## config.mk

```make
export PLATFORM = sky130hd
export DESIGN_NAME = token_stream_stop_controller_top
export DESIGN_NICKNAME = d
export VERILOG_FILES = /design/src/sv/tssc_pkg.sv /design/src/sv/token_stream_stop_controller_top.sv /design/src/sv/tssc_ram.sv /design/src/sv/tssc_scan.sv
export SDC_FILE = /design/constraint.sdc
export NUM_CORES = 2
export LEC_CHECK = 0
export BUFFER_PORTS_ARGS = -buffer_cell sky130_fd_sc_hd__buf_2
export CAP_MARGIN = 20
export CORE_ASPECT_RATIO = 0.7
export CORE_MARGIN = 4
export CORE_UTILIZATION = 63
export DETAILED_ROUTE_END_ITERATION = 8
export PLACE_DENSITY = 0.8
export SLEW_MARGIN = 20
export SYNTH_ARGS = -nofsm -noshare
export SYNTH_HDL_FRONTEND = slang
export SYNTH_SLANG_ARGS = --single-unit
```

## constraint.sdc

```tcl
create_clock -name clock -period 8.35 [get_ports clock]
set_clock_uncertainty 0.15 [all_clocks]
set_input_delay 0.835 -clock clock [delete_from_list [all_inputs] [get_ports clock]]
set_output_delay 0.835 -clock clock [all_outputs]
set_load 0.1 [all_outputs]
```

## src/sv/tssc_pkg.sv

```systemverilog
`default_nettype none

package tssc_pkg;

   // Field widths
   localparam int TOKEN_W = 18;
   localparam int CNT_W   = 16;
   localparam int WIN_W   = 7;
   localparam int SCNT_W  = 3;
   localparam int RSN_W   = 3;

   // History ring and stop token slots
   localparam int HIST_DEPTH = 64;
   localparam int HIST_AW    = (HIST_DEPTH > 1) ? $clog2(HIST_DEPTH) : 1;
   localparam int STOP_SLOTS = 4;
   localparam int REG_SLOTS  = 4;
   localparam int USED_SLOTS = (STOP_SLOTS < REG_SLOTS) ? STOP_SLOTS : REG_SLOTS;

   // Stream and register port widths
   localparam int REQ_TDATA_W = 24;
   localparam int RSP_TDATA_W = 40;
   localparam int RSP_TUSER_W = 6;
   localparam int CSR_IDX_W   = 3;
   localparam int CSR_DATA_W  = 18;

   // Register indexes
   localparam logic [CSR_IDX_W-1:0] REG_MAX_NEW = 3'd0;
   localparam logic [CSR_IDX_W-1:0] REG_WINDOW  = 3'd1;
   localparam logic [CSR_IDX_W-1:0] REG_SCOUNT  = 3'd2;
   localparam logic [CSR_IDX_W-1:0] REG_STOP_A  = 3'd3;
   localparam logic [CSR_IDX_W-1:0] REG_STOP_B  = 3'd4;
   localparam logic [CSR_IDX_W-1:0] REG_STOP_C  = 3'd5;
   localparam logic [CSR_IDX_W-1:0] REG_STOP_D  = 3'd6;

   localparam logic [CNT_W-1:0] MAX_NEW_RESET = 16'd256;

   // Stop reasons
   localparam logic [RSN_W-1:0] RSN_NONE     = 3'd0;
   localparam logic [RSN_W-1:0] RSN_STOP_TOK = 3'd1;
   localparam logic [RSN_W-1:0] RSN_REPEAT   = 3'd2;
   localparam logic [RSN_W-1:0] RSN_MAX      = 3'd3;
   localparam logic [RSN_W-1:0] RSN_FINISHED = 3'd4;

   // Command from the controller to the repetition scanner
   typedef struct packed {
      logic               start;
      logic [WIN_W-1:0]   window;
      logic [CNT_W-1:0]   count;
      logic [HIST_AW-1:0] last_slot;
      logic               wr_en;
      logic [HIST_AW-1:0] wr_slot;
      logic [TOKEN_W-1:0] wr_token;
   } scan_cmd_type;

   // Scanner status back to the controller
   typedef struct packed {
      logic done;
      logic match;
   } scan_sts_type;

endpackage

`default_nettype wire

```

## src/sv/token_stream_stop_controller_top.sv

```systemverilog
`default_nettype none

// Channel  Handshake               Payload
// req      req_tvalid/req_tready   tdata: token_id; tuser: sequence_start
// rsp      rsp_tvalid/rsp_tready   tdata: emitted_token, step_index;
//                                  tuser: emitted, notify, finished, stop_reason
// csr      csr_valid/csr_ready     csr_index, csr_data (always ready)
//
// A token that is not emitted goes from idle straight to the output stage. An
// emitted token adds the repetition scan: a start step, a bound check per
// period, and a read and a compare per tail position on the single history
// comparator (two-port ring, registered read). Reset is synchronous; the
// history needs no clearing pass. The next token is taken while a result waits
// in the output register; its own result then holds until that register empties.

module token_stream_stop_controller_top (
   input  wire logic                                 clock,
   input  wire logic                                 reset,
   input  wire logic                                 req_tvalid,
   output logic                                      req_tready,
   input  wire logic [tssc_pkg::REQ_TDATA_W-1:0]     req_tdata,  // [17:0] token_id
   input  wire logic                                 req_tuser,  // [0] sequence_start
   output logic                                      rsp_tvalid,
   input  wire logic                                 rsp_tready,
   output logic      [tssc_pkg::RSP_TDATA_W-1:0]     rsp_tdata,  // [17:0] emitted_token,
                                                                 // [33:18] step_index
   output logic      [tssc_pkg::RSP_TUSER_W-1:0]     rsp_tuser,  // [0] emitted, [1] notify,
                                                                 // [2] finished,
                                                                 // [5:3] stop_reason
   input  wire logic                                 csr_valid,
   output logic                                      csr_ready,
   input  wire logic [tssc_pkg::CSR_IDX_W-1:0]       csr_index,
   input  wire logic [tssc_pkg::CSR_DATA_W-1:0]      csr_data
);

   localparam logic [1:0] ST_IDLE = 2'd0;
   localparam logic [1:0] ST_SCAN = 2'd1;
   localparam logic [1:0] ST_FIN  = 2'd2;

   // Configuration registers
   logic [tssc_pkg::CNT_W-1:0]   max_ff;
   logic [tssc_pkg::WIN_W-1:0]   win_ff;
   logic [tssc_pkg::SCNT_W-1:0]  scnt_ff;
   logic [tssc_pkg::TOKEN_W-1:0] stop_ff [tssc_pkg::REG_SLOTS];

   // Run state
   logic [1:0]                   state_ff, state_in;
   logic [tssc_pkg::CNT_W-1:0]   count_ff, count_in;
   logic                         done_ff, done_in;
   logic [tssc_pkg::HIST_AW-1:0] slot_ff, slot_in;

   // Item in progress
   logic [tssc_pkg::TOKEN_W-1:0] tok_ff, tok_in;
   logic [tssc_pkg::CNT_W-1:0]   idx_ff, idx_in;
   logic                         emit_ff, emit_in;
   logic [tssc_pkg::RSN_W-1:0]   rsn_ff, rsn_in;

   // Output register
   logic                         rsp_valid_ff, rsp_valid_in;
   logic [tssc_pkg::RSP_TDATA_W-1:0] rsp_data_ff, rsp_data_in;
   logic [tssc_pkg::RSP_TUSER_W-1:0] rsp_user_ff, rsp_user_in;

   logic                         accept;
   logic [tssc_pkg::TOKEN_W-1:0] tok;
   logic [tssc_pkg::CNT_W-1:0]   cnt_eff;
   logic                         done_eff;
   logic [tssc_pkg::HIST_AW-1:0] slot_eff;
   logic [tssc_pkg::HIST_AW-1:0] slot_next;
   logic [tssc_pkg::SCNT_W-1:0]  used;
   logic                         stop_hit;
   logic                         out_free;
   logic                         notify;

   tssc_pkg::scan_cmd_type       cmd;
   tssc_pkg::scan_sts_type       sts;

   assign req_tready = (state_ff == ST_IDLE);
   assign accept     = req_tvalid && req_tready;
   assign tok        = req_tdata[tssc_pkg::TOKEN_W-1:0];
   assign csr_ready  = 1'b1;
   assign out_free   = !rsp_valid_ff || rsp_tready;

   // Sequence start clears the run before this token
   assign cnt_eff  = req_tuser ? '0 : count_ff;
   assign done_eff = req_tuser ? 1'b0 : done_ff;
   assign slot_eff = req_tuser ? '0 : slot_ff;
   assign slot_next = (slot_eff == tssc_pkg::HIST_AW'(tssc_pkg::HIST_DEPTH - 1)) ?
                      '0 : slot_eff + 1'b1;

   // Stop token match over the slots in use
   assign used = (scnt_ff > tssc_pkg::SCNT_W'(tssc_pkg::USED_SLOTS)) ?
                 tssc_pkg::SCNT_W'(tssc_pkg::USED_SLOTS) : scnt_ff;

   always_comb begin
      stop_hit = 1'b0;
      for (int k = 0; k < tssc_pkg::USED_SLOTS; k++) begin
         if ((tssc_pkg::SCNT_W'(k) < used) && (stop_ff[k] == tok)) begin
            stop_hit = 1'b1;
         end
      end
   end

   // Repetition scanner and history ring
   tssc_scan u_scan (
      .clock (clock),
      .reset (reset),
      .cmd   (cmd),
      .sts   (sts)
   );

   // Controller
   always_comb begin
      state_in      = state_ff;
      count_in      = count_ff;
      done_in       = done_ff;
      slot_in       = slot_ff;
      tok_in        = tok_ff;
      idx_in        = idx_ff;
      emit_in       = emit_ff;
      rsn_in        = rsn_ff;
      cmd.start     = 1'b0;
      cmd.window    = win_ff;
      cmd.count     = cnt_eff + 1'b1;
      cmd.last_slot = slot_eff;
      cmd.wr_en     = 1'b0;
      cmd.wr_slot   = slot_eff;
      cmd.wr_token  = tok;
      case (state_ff)
         ST_IDLE: begin
            if (accept) begin
               tok_in   = tok;
               idx_in   = cnt_eff;
               count_in = cnt_eff;
               done_in  = done_eff;
               slot_in  = slot_eff;
               emit_in  = 1'b0;
               state_in = ST_FIN;
               if (done_eff) begin
                  rsn_in = tssc_pkg::RSN_FINISHED;
               end else if (cnt_eff >= max_ff) begin
                  rsn_in  = tssc_pkg::RSN_MAX;
                  done_in = 1'b1;
               end else if (stop_hit) begin
                  rsn_in  = tssc_pkg::RSN_STOP_TOK;
                  done_in = 1'b1;
               end else begin
                  // emit: append to history and scan the tail
                  emit_in   = 1'b1;
                  count_in  = cnt_eff + 1'b1;
                  slot_in   = slot_next;
                  cmd.wr_en = 1'b1;
                  cmd.start = 1'b1;
                  rsn_in    = tssc_pkg::RSN_NONE;
                  state_in  = ST_SCAN;
               end
            end
         end
         ST_SCAN: begin
            if (sts.done) begin
               state_in = ST_FIN;
               if (sts.match) begin
                  rsn_in  = tssc_pkg::RSN_REPEAT;
                  done_in = 1'b1;
               end else if (count_ff >= max_ff) begin
                  rsn_in  = tssc_pkg::RSN_MAX;
                  done_in = 1'b1;
               end else begin
                  rsn_in = tssc_pkg::RSN_NONE;
               end
            end
         end
         ST_FIN: begin
            if (out_free) begin
               state_in = ST_IDLE;
            end
         end
         default: begin
            state_in = ST_IDLE;
         end
      endcase
   end

   // Output register load
   assign notify = emit_ff && (rsn_ff == tssc_pkg::RSN_NONE);

   always_comb begin
      rsp_valid_in = rsp_valid_ff && !rsp_tready;
      rsp_data_in  = rsp_data_ff;
      rsp_user_in  = rsp_user_ff;
      if ((state_ff == ST_FIN) && out_free) begin
         rsp_valid_in = 1'b1;
         rsp_data_in  = {6'd0, idx_ff, tok_ff};
         rsp_user_in  = {rsn_ff, done_ff, notify, emit_ff};
      end
   end

   // Control state
   always_ff @(posedge clock) begin
      if (reset) begin
         state_ff     <= ST_IDLE;
         count_ff     <= '0;
         done_ff      <= 1'b0;
         slot_ff      <= '0;
         rsp_valid_ff <= 1'b0;
      end else begin
         state_ff     <= state_in;
         count_ff     <= count_in;
         done_ff      <= done_in;
         slot_ff      <= slot_in;
         rsp_valid_ff <= rsp_valid_in;
      end
   end

   // Configuration writes
   always_ff @(posedge clock) begin
      if (reset) begin
         max_ff  <= tssc_pkg::MAX_NEW_RESET;
         win_ff  <= '0;
         scnt_ff <= '0;
         for (int k = 0; k < tssc_pkg::REG_SLOTS; k++) begin
            stop_ff[k] <= '0;
         end
      end else if (csr_valid && csr_ready) begin
         case (csr_index)
            tssc_pkg::REG_MAX_NEW: max_ff     <= csr_data[tssc_pkg::CNT_W-1:0];
            tssc_pkg::REG_WINDOW:  win_ff     <= csr_data[tssc_pkg::WIN_W-1:0];
            tssc_pkg::REG_SCOUNT:  scnt_ff    <= csr_data[tssc_pkg::SCNT_W-1:0];
            tssc_pkg::REG_STOP_A:  stop_ff[0] <= csr_data[tssc_pkg::TOKEN_W-1:0];
            tssc_pkg::REG_STOP_B:  stop_ff[1] <= csr_data[tssc_pkg::TOKEN_W-1:0];
            tssc_pkg::REG_STOP_C:  stop_ff[2] <= csr_data[tssc_pkg::TOKEN_W-1:0];
            tssc_pkg::REG_STOP_D:  stop_ff[3] <= csr_data[tssc_pkg::TOKEN_W-1:0];
            default: ;
         endcase
      end
   end

   // Payload
   always_ff @(posedge clock) begin
      tok_ff      <= tok_in;
      idx_ff      <= idx_in;
      emit_ff     <= emit_in;
      rsn_ff      <= rsn_in;
      rsp_data_ff <= rsp_data_in;
      rsp_user_ff <= rsp_user_in;
   end

   assign rsp_tvalid = rsp_valid_ff;
   assign rsp_tdata  = rsp_data_ff;
   assign rsp_tuser  = rsp_user_ff;

endmodule

`default_nettype wire

```

## src/sv/tssc_ram.sv

```systemverilog
`default_nettype none

module tssc_ram #(
   parameter int WIDTH = 18,
   parameter int DEPTH = 64,
   localparam int AW = (DEPTH > 1) ? $clog2(DEPTH) : 1
) (
   input  wire logic             clock,
   input  wire logic             wr_en,
   input  wire logic [AW-1:0]    wr_addr,
   input  wire logic [WIDTH-1:0] wr_data,
   input  wire logic [AW-1:0]    rd_addr_a,
   output logic      [WIDTH-1:0] rd_data_a,
   input  wire logic [AW-1:0]    rd_addr_b,
   output logic      [WIDTH-1:0] rd_data_b
);

   logic [WIDTH-1:0] mem_ff [DEPTH];
   logic [WIDTH-1:0] rd_a_ff;
   logic [WIDTH-1:0] rd_b_ff;

   // One write port, two registered read ports
   always_ff @(posedge clock) begin
      if (wr_en) begin
         mem_ff[wr_addr] <= wr_data;
      end
      rd_a_ff <= mem_ff[rd_addr_a];
      rd_b_ff <= mem_ff[rd_addr_b];
   end

   assign rd_data_a = rd_a_ff;
   assign rd_data_b = rd_b_ff;

endmodule

`default_nettype wire

```

## src/sv/tssc_scan.sv

```systemverilog
`default_nettype none

module tssc_scan (
   input  wire logic                    clock,
   input  wire logic                    reset,
   input  wire tssc_pkg::scan_cmd_type  cmd,
   output tssc_pkg::scan_sts_type       sts
);

   localparam logic [1:0] S_IDLE   = 2'd0;
   localparam logic [1:0] S_PERIOD = 2'd1;
   localparam logic [1:0] S_READ   = 2'd2;
   localparam logic [1:0] S_CMP    = 2'd3;

   localparam int SUM_W = tssc_pkg::CNT_W + 1;

   logic [1:0]                   state_ff, state_in;
   logic [tssc_pkg::WIN_W-1:0]   per_ff, per_in;
   logic [tssc_pkg::WIN_W-1:0]   step_ff, step_in;
   logic [tssc_pkg::WIN_W-1:0]   win_ff, win_in;
   logic [tssc_pkg::CNT_W-1:0]   cnt_ff, cnt_in;
   logic [tssc_pkg::HIST_AW-1:0] last_ff, last_in;
   logic [tssc_pkg::HIST_AW-1:0] a_ff, a_in;
   logic [tssc_pkg::HIST_AW-1:0] b_ff, b_in;
   logic                         done_ff, done_in;
   logic                         match_ff, match_in;

   logic [tssc_pkg::TOKEN_W-1:0] qa, qb;
   logic [tssc_pkg::WIN_W-1:0]   half;
   logic [SUM_W-1:0]             span;
   logic [SUM_W-1:0]             b_first;
   logic                         per_ok;
   logic [tssc_pkg::HIST_AW-1:0] a_dec, b_dec;

   // History ring: written by the controller, read at two tail offsets
   tssc_ram #(
      .WIDTH (tssc_pkg::TOKEN_W),
      .DEPTH (tssc_pkg::HIST_DEPTH)
   ) u_hist (
      .clock     (clock),
      .wr_en     (cmd.wr_en),
      .wr_addr   (cmd.wr_slot),
      .wr_data   (cmd.wr_token),
      .rd_addr_a (a_ff),
      .rd_data_a (qa),
      .rd_addr_b (b_ff),
      .rd_data_b (qb)
   );

   // Period bounds: p <= w/2, w+p inside the ring, w+p tokens emitted
   assign half   = win_ff >> 1;
   assign span   = SUM_W'(win_ff) + SUM_W'(per_ff);
   assign per_ok = (per_ff <= half) && (span <= SUM_W'(tssc_pkg::HIST_DEPTH))
                   && (span <= {1'b0, cnt_ff});

   // Slot p positions behind the newest one, wrapped
   always_comb begin
      if (SUM_W'(per_ff) > SUM_W'(last_ff)) begin
         b_first = SUM_W'(last_ff) + SUM_W'(tssc_pkg::HIST_DEPTH) - SUM_W'(per_ff);
      end else begin
         b_first = SUM_W'(last_ff) - SUM_W'(per_ff);
      end
   end

   assign a_dec = (a_ff == '0) ? tssc_pkg::HIST_AW'(tssc_pkg::HIST_DEPTH - 1) : a_ff - 1'b1;
   assign b_dec = (b_ff == '0) ? tssc_pkg::HIST_AW'(tssc_pkg::HIST_DEPTH - 1) : b_ff - 1'b1;

   // Scan sequencer: one shared compare, a read state and a compare state per tail position
   always_comb begin
      state_in = state_ff;
      per_in   = per_ff;
      step_in  = step_ff;
      win_in   = win_ff;
      cnt_in   = cnt_ff;
      last_in  = last_ff;
      a_in     = a_ff;
      b_in     = b_ff;
      done_in  = 1'b0;
      match_in = match_ff;
      case (state_ff)
         S_IDLE: begin
            if (cmd.start) begin
               win_in   = cmd.window;
               cnt_in   = cmd.count;
               last_in  = cmd.last_slot;
               per_in   = tssc_pkg::WIN_W'(1);
               state_in = S_PERIOD;
            end
         end
         S_PERIOD: begin
            if (per_ok) begin
               a_in     = last_ff;
               b_in     = tssc_pkg::HIST_AW'(b_first);
               step_in  = '0;
               state_in = S_READ;
            end else begin
               // larger periods only fail harder
               done_in  = 1'b1;
               match_in = 1'b0;
               state_in = S_IDLE;
            end
         end
         S_READ: begin
            state_in = S_CMP;
         end
         S_CMP: begin
            if (qa != qb) begin
               per_in   = per_ff + 1'b1;
               state_in = S_PERIOD;
            end else if (step_ff == win_ff - 1'b1) begin
               done_in  = 1'b1;
               match_in = 1'b1;
               state_in = S_IDLE;
            end else begin
               step_in  = step_ff + 1'b1;
               a_in     = a_dec;
               b_in     = b_dec;
               state_in = S_READ;
            end
         end
         default: begin
            state_in = S_IDLE;
         end
      endcase
   end

   always_ff @(posedge clock) begin
      if (reset) begin
         state_ff <= S_IDLE;
         done_ff  <= 1'b0;
      end else begin
         state_ff <= state_in;
         done_ff  <= done_in;
      end
   end

   always_ff @(posedge clock) begin
      per_ff   <= per_in;
      step_ff  <= step_in;
      win_ff   <= win_in;
      cnt_ff   <= cnt_in;
      last_ff  <= last_in;
      a_ff     <= a_in;
      b_ff     <= b_in;
      match_ff <= match_in;
   end

   assign sts.done  = done_ff;
   assign sts.match = match_ff;

endmodule

`default_nettype wire

```

# After elaboration in Yosys (flattened, before gate mapping)
# Memories as Yosys holds them, arrays and structs flattened. A register that Yosys moved wholly into a read port is not among the register bits.
# Index checks and enable logic that the tools add are counted.
# totals
regBits	189
ram_bits	1224
input_bits	51
word_cells	213
n_memories	2
# op_classes
n_addsub	11
n_lt_le_gt_ge	11
n_eq_ne	29
n_mux	99
bitwise_logic	4
reduce_logical	33
# memory_table
memory	depth	word_bits	rd	rd_ports_with_merged_regs	write_ports	line_no	source
u_scan.u_hist.mem_ff	64	18	2	2	1	tssc_ram.sv:18	logic [WIDTH-1:0] mem_ff [DEPTH];
stop_ff	4	18	4	0	4	token_stream_stop_controller_top.sv:44	logic [tssc_pkg::TOKEN_W-1:0] stop_ff [tssc_pkg::REG_SLOTS];
# op_table
operator	count
$mux W6	14
$eq A18 B18 Y1	4
$mux W18	4
$mux W16	4
$mux W1	45
$mux W7	5
$ge A16 B16 Y1	2
$pmux W7 S2	2
$mux W2	13
$pmux W6 S2	2
$ne A18 B18 Y1	1
$le A17 B16 Y1	1
$le A17 B7 Y1 const B	1
$add A16 B1 Y16 const B	1
$add A7 B1 Y7 const B	2
$add A6 B1 Y6 const B	2
$logic_not A6 Y1	2
$mux W3	4
$reduce_and A4 Y1	3
$sub A6 B1 Y6 const B	2
$sub A6 B6 Y6	2
$logic_and A1 B1 Y1	10
$ne A2 B1 Y1 const B	5
$ne A2 B2 Y1 const B	5
27 further kinds	51

# Logic depth before layout (Yosys ltp)
# depth
ltp_word	15
mapped_depth	15

# Modules after synthesis
# A second synthesis with hierarchy kept.
# hier_totals
hier_cells	3831
area_unflattened_um2	67290.8
# modules_own_cells
mod	instances	cells_per_inst	area_per_inst_um2	seq_area_each_um2
tssc_ram	1	2716	54284.6	35313.9
token_stream_stop_controller_top	1	789	9389.0	5545.3
tssc_scan	1	326	3617.2	1741.7

# Worst setup path before layout
# OpenSTA, ideal clock, no wires.
# synth_path
path_kind	register to register
from	reg state_ff[1]
to	reg u_scan.per_ff[0] in the netlist's numbering (enable)
setup_ns	0.322
t_arrival_ns	6.168
required_time_ns	7.878
setup_slack_ns	1.710
stages_incl_launch_ff	11
n_path_buf	3
period_less_slack_ns	6.640
cell_sequence	dfxtp_1 > clkbuf_1 > nor2_1 > nand2_1 > inv_1 > nand2_1 > or3_1 > buf_2 > clkbuf_1 > nor3_1 > a21o_1
# synth_between
elab_chain_cells	6
# synth_rtl
element	line_no	source
start, declared	token_stream_stop_controller_top.sv:47	logic [1:0] state_ff, state_in;
start signal, assigned	token_stream_stop_controller_top.sv:206	state_ff <= state_in;
$logic_not A2 Y1 *	token_stream_stop_controller_top.sv:77	assign req_tready = (state_ff == ST_IDLE);
net req_tready	token_stream_stop_controller_top.sv:20	output logic req_tready,
$logic_and A1 B1 Y1	token_stream_stop_controller_top.sv:78	assign accept = req_tvalid && req_tready;
$mux W1	token_stream_stop_controller_top.sv:130	if (accept) begin
$mux W1 *	token_stream_stop_controller_top.sv:128	case (state_ff)
$ne A2 B2 Y1 (no line) *	-	
$reduce_and A3 Y1 (no line) *	-	
end signal, assigned	tssc_scan.sv:138	per_ff <= per_in;
end, declared	tssc_scan.sv:18	logic [tssc_pkg::WIN_W-1:0] per_ff, per_in;
# The timed path passes the listed nets; every way through them passes the cells marked *.
# A chain may end at the register's enable or synchronous reset.

# Worst setup path in the final report
# layout_path
from	in req_tuser
to	mem u_scan.u_hist.mem_ff[14][7] (enable)
# layout_between
elab_chain_cells	8
elab_cells_between_ends	10
cone_classes	order compare: 1; mux: 9
# layout_rtl
element	line_no	source
start, declared	token_stream_stop_controller_top.sv:22	input wire logic req_tuser,
$mux W16	token_stream_stop_controller_top.sv:84	assign cnt_eff = req_tuser ? '0 : count_ff;
$ge A16 B16 Y1	token_stream_stop_controller_top.sv:140	end else if (cnt_eff >= max_ff) begin
$mux W1	token_stream_stop_controller_top.sv:140	
$mux W1	token_stream_stop_controller_top.sv:138	if (done_eff) begin
$mux W1	token_stream_stop_controller_top.sv:130	
$mux W1	token_stream_stop_controller_top.sv:128	
$mux W1	tssc_ram.sv:24	if (wr_en) begin
$mux W1 (implied by the code)	tssc_ram.sv:25	mem_ff[wr_addr] <= wr_data;
end, declared	tssc_ram.sv:18	
# Several ways; a longest one is shown, not always the timed one.

==> results.sh <==
export IMPL_run_status="completed"
export IMPL_final_instance_count_excl_fill=4948
export IMPL_fillers=6109
export IMPL_synth_edf_count=1358
export IMPL_drv_cap=0
export IMPL_dieArea_um2=110000
export IMPL_r2r_end="u_scan.u_hist.mem_ff[14][7]"
export IMPL_cts_tree="done"
export IMPL_setup_viol_count_final=0
export IMPL_grt_pass1_wl_um=271000
export IMPL_clock_tree_buffer_depth=3
export IMPL_nets=3541
export IMPL_dp_hpwl_um=113000
export IMPL_start_util=0.635
export IMPL_synthCells=3309
export IMPL_yosysWarnings=0
export IMPL_synth_cells_most_frequent="edfxtp_1, mux4_2, clkbuf_1, nor2_1, dfxtp_1"
export IMPL_clock_root_buffer="clkbuf_16"
export IMPL_place_ws_ps=1960
export IMPL_start_kind="input pin"
export IMPL_critPathMaxFanout=35
export IMPL_power_density_nw_per_um2=207
export IMPL_tightest_slew_ps=1160
export IMPL_chipWidth_um=396
export IMPL_tns_ps=0
export IMPL_ys_top_cells_by_area="edfxtp_1, mux4_2, dfxtp_1"
export IMPL_fin_crit_ps=5800
export IMPL_cts_hold_buffers=0
export IMPL_grt_overflow=0
export IMPL_worst_ep_arrival_time_ps=6090
export IMPL_min_period_over_period=0.695
export IMPL_synthArstFlopShare=0
export IMPL_cts_sinks=1449
export IMPL_power_leakage_uw=0.0233
export IMPL_dpl_cell_count=4693
export IMPL_dr_pass1_iters=6
export IMPL_multi_input_area_um2=22900
export IMPL_worstSetupPathType="in2reg"
export IMPL_path_clk_slew_ps=70
export IMPL_critPathCaptureType="flip-flop"
export IMPL_finalMaxSlewViolations=0
export IMPL_timing_fmax_mhz=172
export IMPL_whs_path_depth=3
export IMPL_regArea_um2=42600
export IMPL_row_count=99
export IMPL_cts_resized=0
export IMPL_reg2reg_depth=11
export IMPL_grt_pass1_vias=37500
export IMPL_grt_max_degree=155
export IMPL_synth_largest_area_cell="edfxtp_1"
export IMPL_drive_gt1_frac=0.341
export IMPL_syn2layout_area_growth_pct=10.3
export IMPL_drtIter0Drc=6594
export IMPL_rrSetupSlack_ps=2950
export IMPL_layout_setup_ws_ps=2550
export IMPL_r2r_start="count_ff[5]"
export IMPL_h_tree_depth=4
export IMPL_antenna_found_initial=19
export IMPL_syn_cell_area_um2=66200
export IMPL_ant_nets=0
export IMPL_core_area_um2=104000
export IMPL_synth_most_common_cell="edfxtp_1"
export IMPL_worstSkewPairLatency_ps=770
export IMPL_gp_congestion=0.905
export IMPL_route_detailed_drc=0
export IMPL_cts_made_buffers=137
export IMPL_io_buffers=86
export IMPL_synth_top_area_share=0.616
export IMPL_irDropWorstVdd_uv=175
export IMPL_synthFlopType="edfxtp_1"
export IMPL_rsz0062_at_grt="false"
export IMPL_wl_per_cell_um=38.0
export IMPL_relSlewSlack=0.224
export IMPL_ys_types=63
export IMPL_wl_um=188000
export IMPL_fp_dieH_um=279
export IMPL_ys_seq_area_frac=0.643
export IMPL_vias=37600
export IMPL_hold_end="max_ff[12]"
export IMPL_post_cts_buffers=0
export IMPL_critPathRequiredTime_ps=8640
export IMPL_io_pins=100
export IMPL_synth_area_per_cell_um2=20.0
export IMPL_grt_usage=0.347
export IMPL_fin_total_pwr_uw=15100
export IMPL_ys_ff_latch=1449
export IMPL_hold_class="in2reg"
export IMPL_finalHoldViolCount=0
export IMPL_hp_start="csr_data[12]"
export IMPL_detail_route_vias_per_cell=7.59
## sequential cells by signal (all words and copies together), names as in the netlist, 7 cells and up
register,flops
idx_ff,16
u_scan.cnt_ff,16
win_ff,7
u_scan.u_hist.rd_data_a,18
u_scan.win_ff,7
u_scan.per_ff,7
u_scan.u_hist.rd_data_b,18
u_scan.u_hist.mem_ff,1152
count_ff,16
u_scan.step_ff,7
rsp_tdata,34
stop_ff,72
tok_ff,18
max_ff,16
## report_power, final
group	total [uW]	leakage [uW]	switching [uW]	internal (uW)
registers	8120	0.0131	68.9	8050
logic	978	0.00815	635	343
clock network	6050	0.00205	2700	3350
total	15100	0.0233	3400	11700
## area by class of cell
class                      count  share of cell area
clock inverter                61             0.00673
multi-input combinational   1583               0.313
tap                         1414              0.0242
clock buffer                 183              0.0513
antenna                        8            0.000274
timing repair buffer         189              0.0185
inverter                      61             0.00313
sequential                  1449               0.583
## how the worst max path moves through the flow
stage / from / endpoint / slack (ps) / cells after the start
final: req_tuser / u_scan.u_hist.mem_ff[14][7] / 2550 / 13
after global routing: req_tuser / u_scan.u_hist.mem_ff[14][8] / 2520 / 13
after CTS: req_tuser / u_scan.u_hist.mem_ff[14][5] / 2790 / 13
after detailed placement: req_tuser / u_scan.u_hist.mem_ff[14][5] / 1960 / 13
after global placement: req_tuser / u_scan.u_hist.mem_ff[14][5] / 1990 / 13
after floorplan: state_ff[1] / u_scan.per_ff[0] / 1710 / 10
## cells by family (layout without fill, tap and decap cells)
group                    count (synthesis)  count (layout)  share of synthesized area
adder cells (fa/ha/maj)                 69              69                     0.0133
XOR/XNOR                               136             136                     0.0180
AO/OA/AOI/OAI                          158             158                     0.0161
flip-flops                            1449            1449                      0.643
AND/OR/NAND/NOR                        444             444                     0.0337
multiplexers                           769             769                      0.259
other                                    2              15                   0.000113
buffers and inverters                  282             494                     0.0168
## layout by cell type, fill, tap and decap left out, types with 23 or more instances in the layout
master	count
edfxtp_1	1358
mux4_2	756
clkbuf_16	143
buf_4	93
dfxtp_1	91
buf_2	85
nand2_1	82
and2_1	74
nor2_1	71
xor2_1	71
ha_1	67
xnor2_1	65
inv_1	58
a21oi_1	46
clkbuf_1	38
nand3_1	35
nor3_2	33
clkinv_1	29
a21o_1	23
## layer usage
| metal | track usage | vias up | wire [um] |
|---|---|---|---|
| met5 | 0 | - | 86 |
| li1 | - | 14200 | - |
| met1 | 0.496 | 19600 | 65200 |
| met3 | 0.120 | 418 | 29700 |
| met2 | 0.507 | 3290 | 86400 |
| met4 | 0.126 | 12 | 6830 |
## through the flow
| step | hold WS, ps | area, um^2 | utilization |
|---|---|---|---|
| floorplan | 250 | 66300 | - |
| global placement | 253 | 68700 | 0.659 |
| detailed placement | 255 | 68700 | 0.659 |
| CTS | 185 | 73000 | 0.700 |
| global route | 236 | 73100 | 0.701 |
| finish | 223 | 73100 | 0.701 |
## critical path, stage by stage
cell	delay [ps]
buf_2	530
clkinv_1	570
nand2_1	280
ha_1	250
nand2b_1	150
a31oi_1	260
o21a_1	220
o41a_2	200
nand2_4	80
or3_2	660
or4_1	910
nor2_2	700
buf_4	390
(Power assumes the default switching activity.)
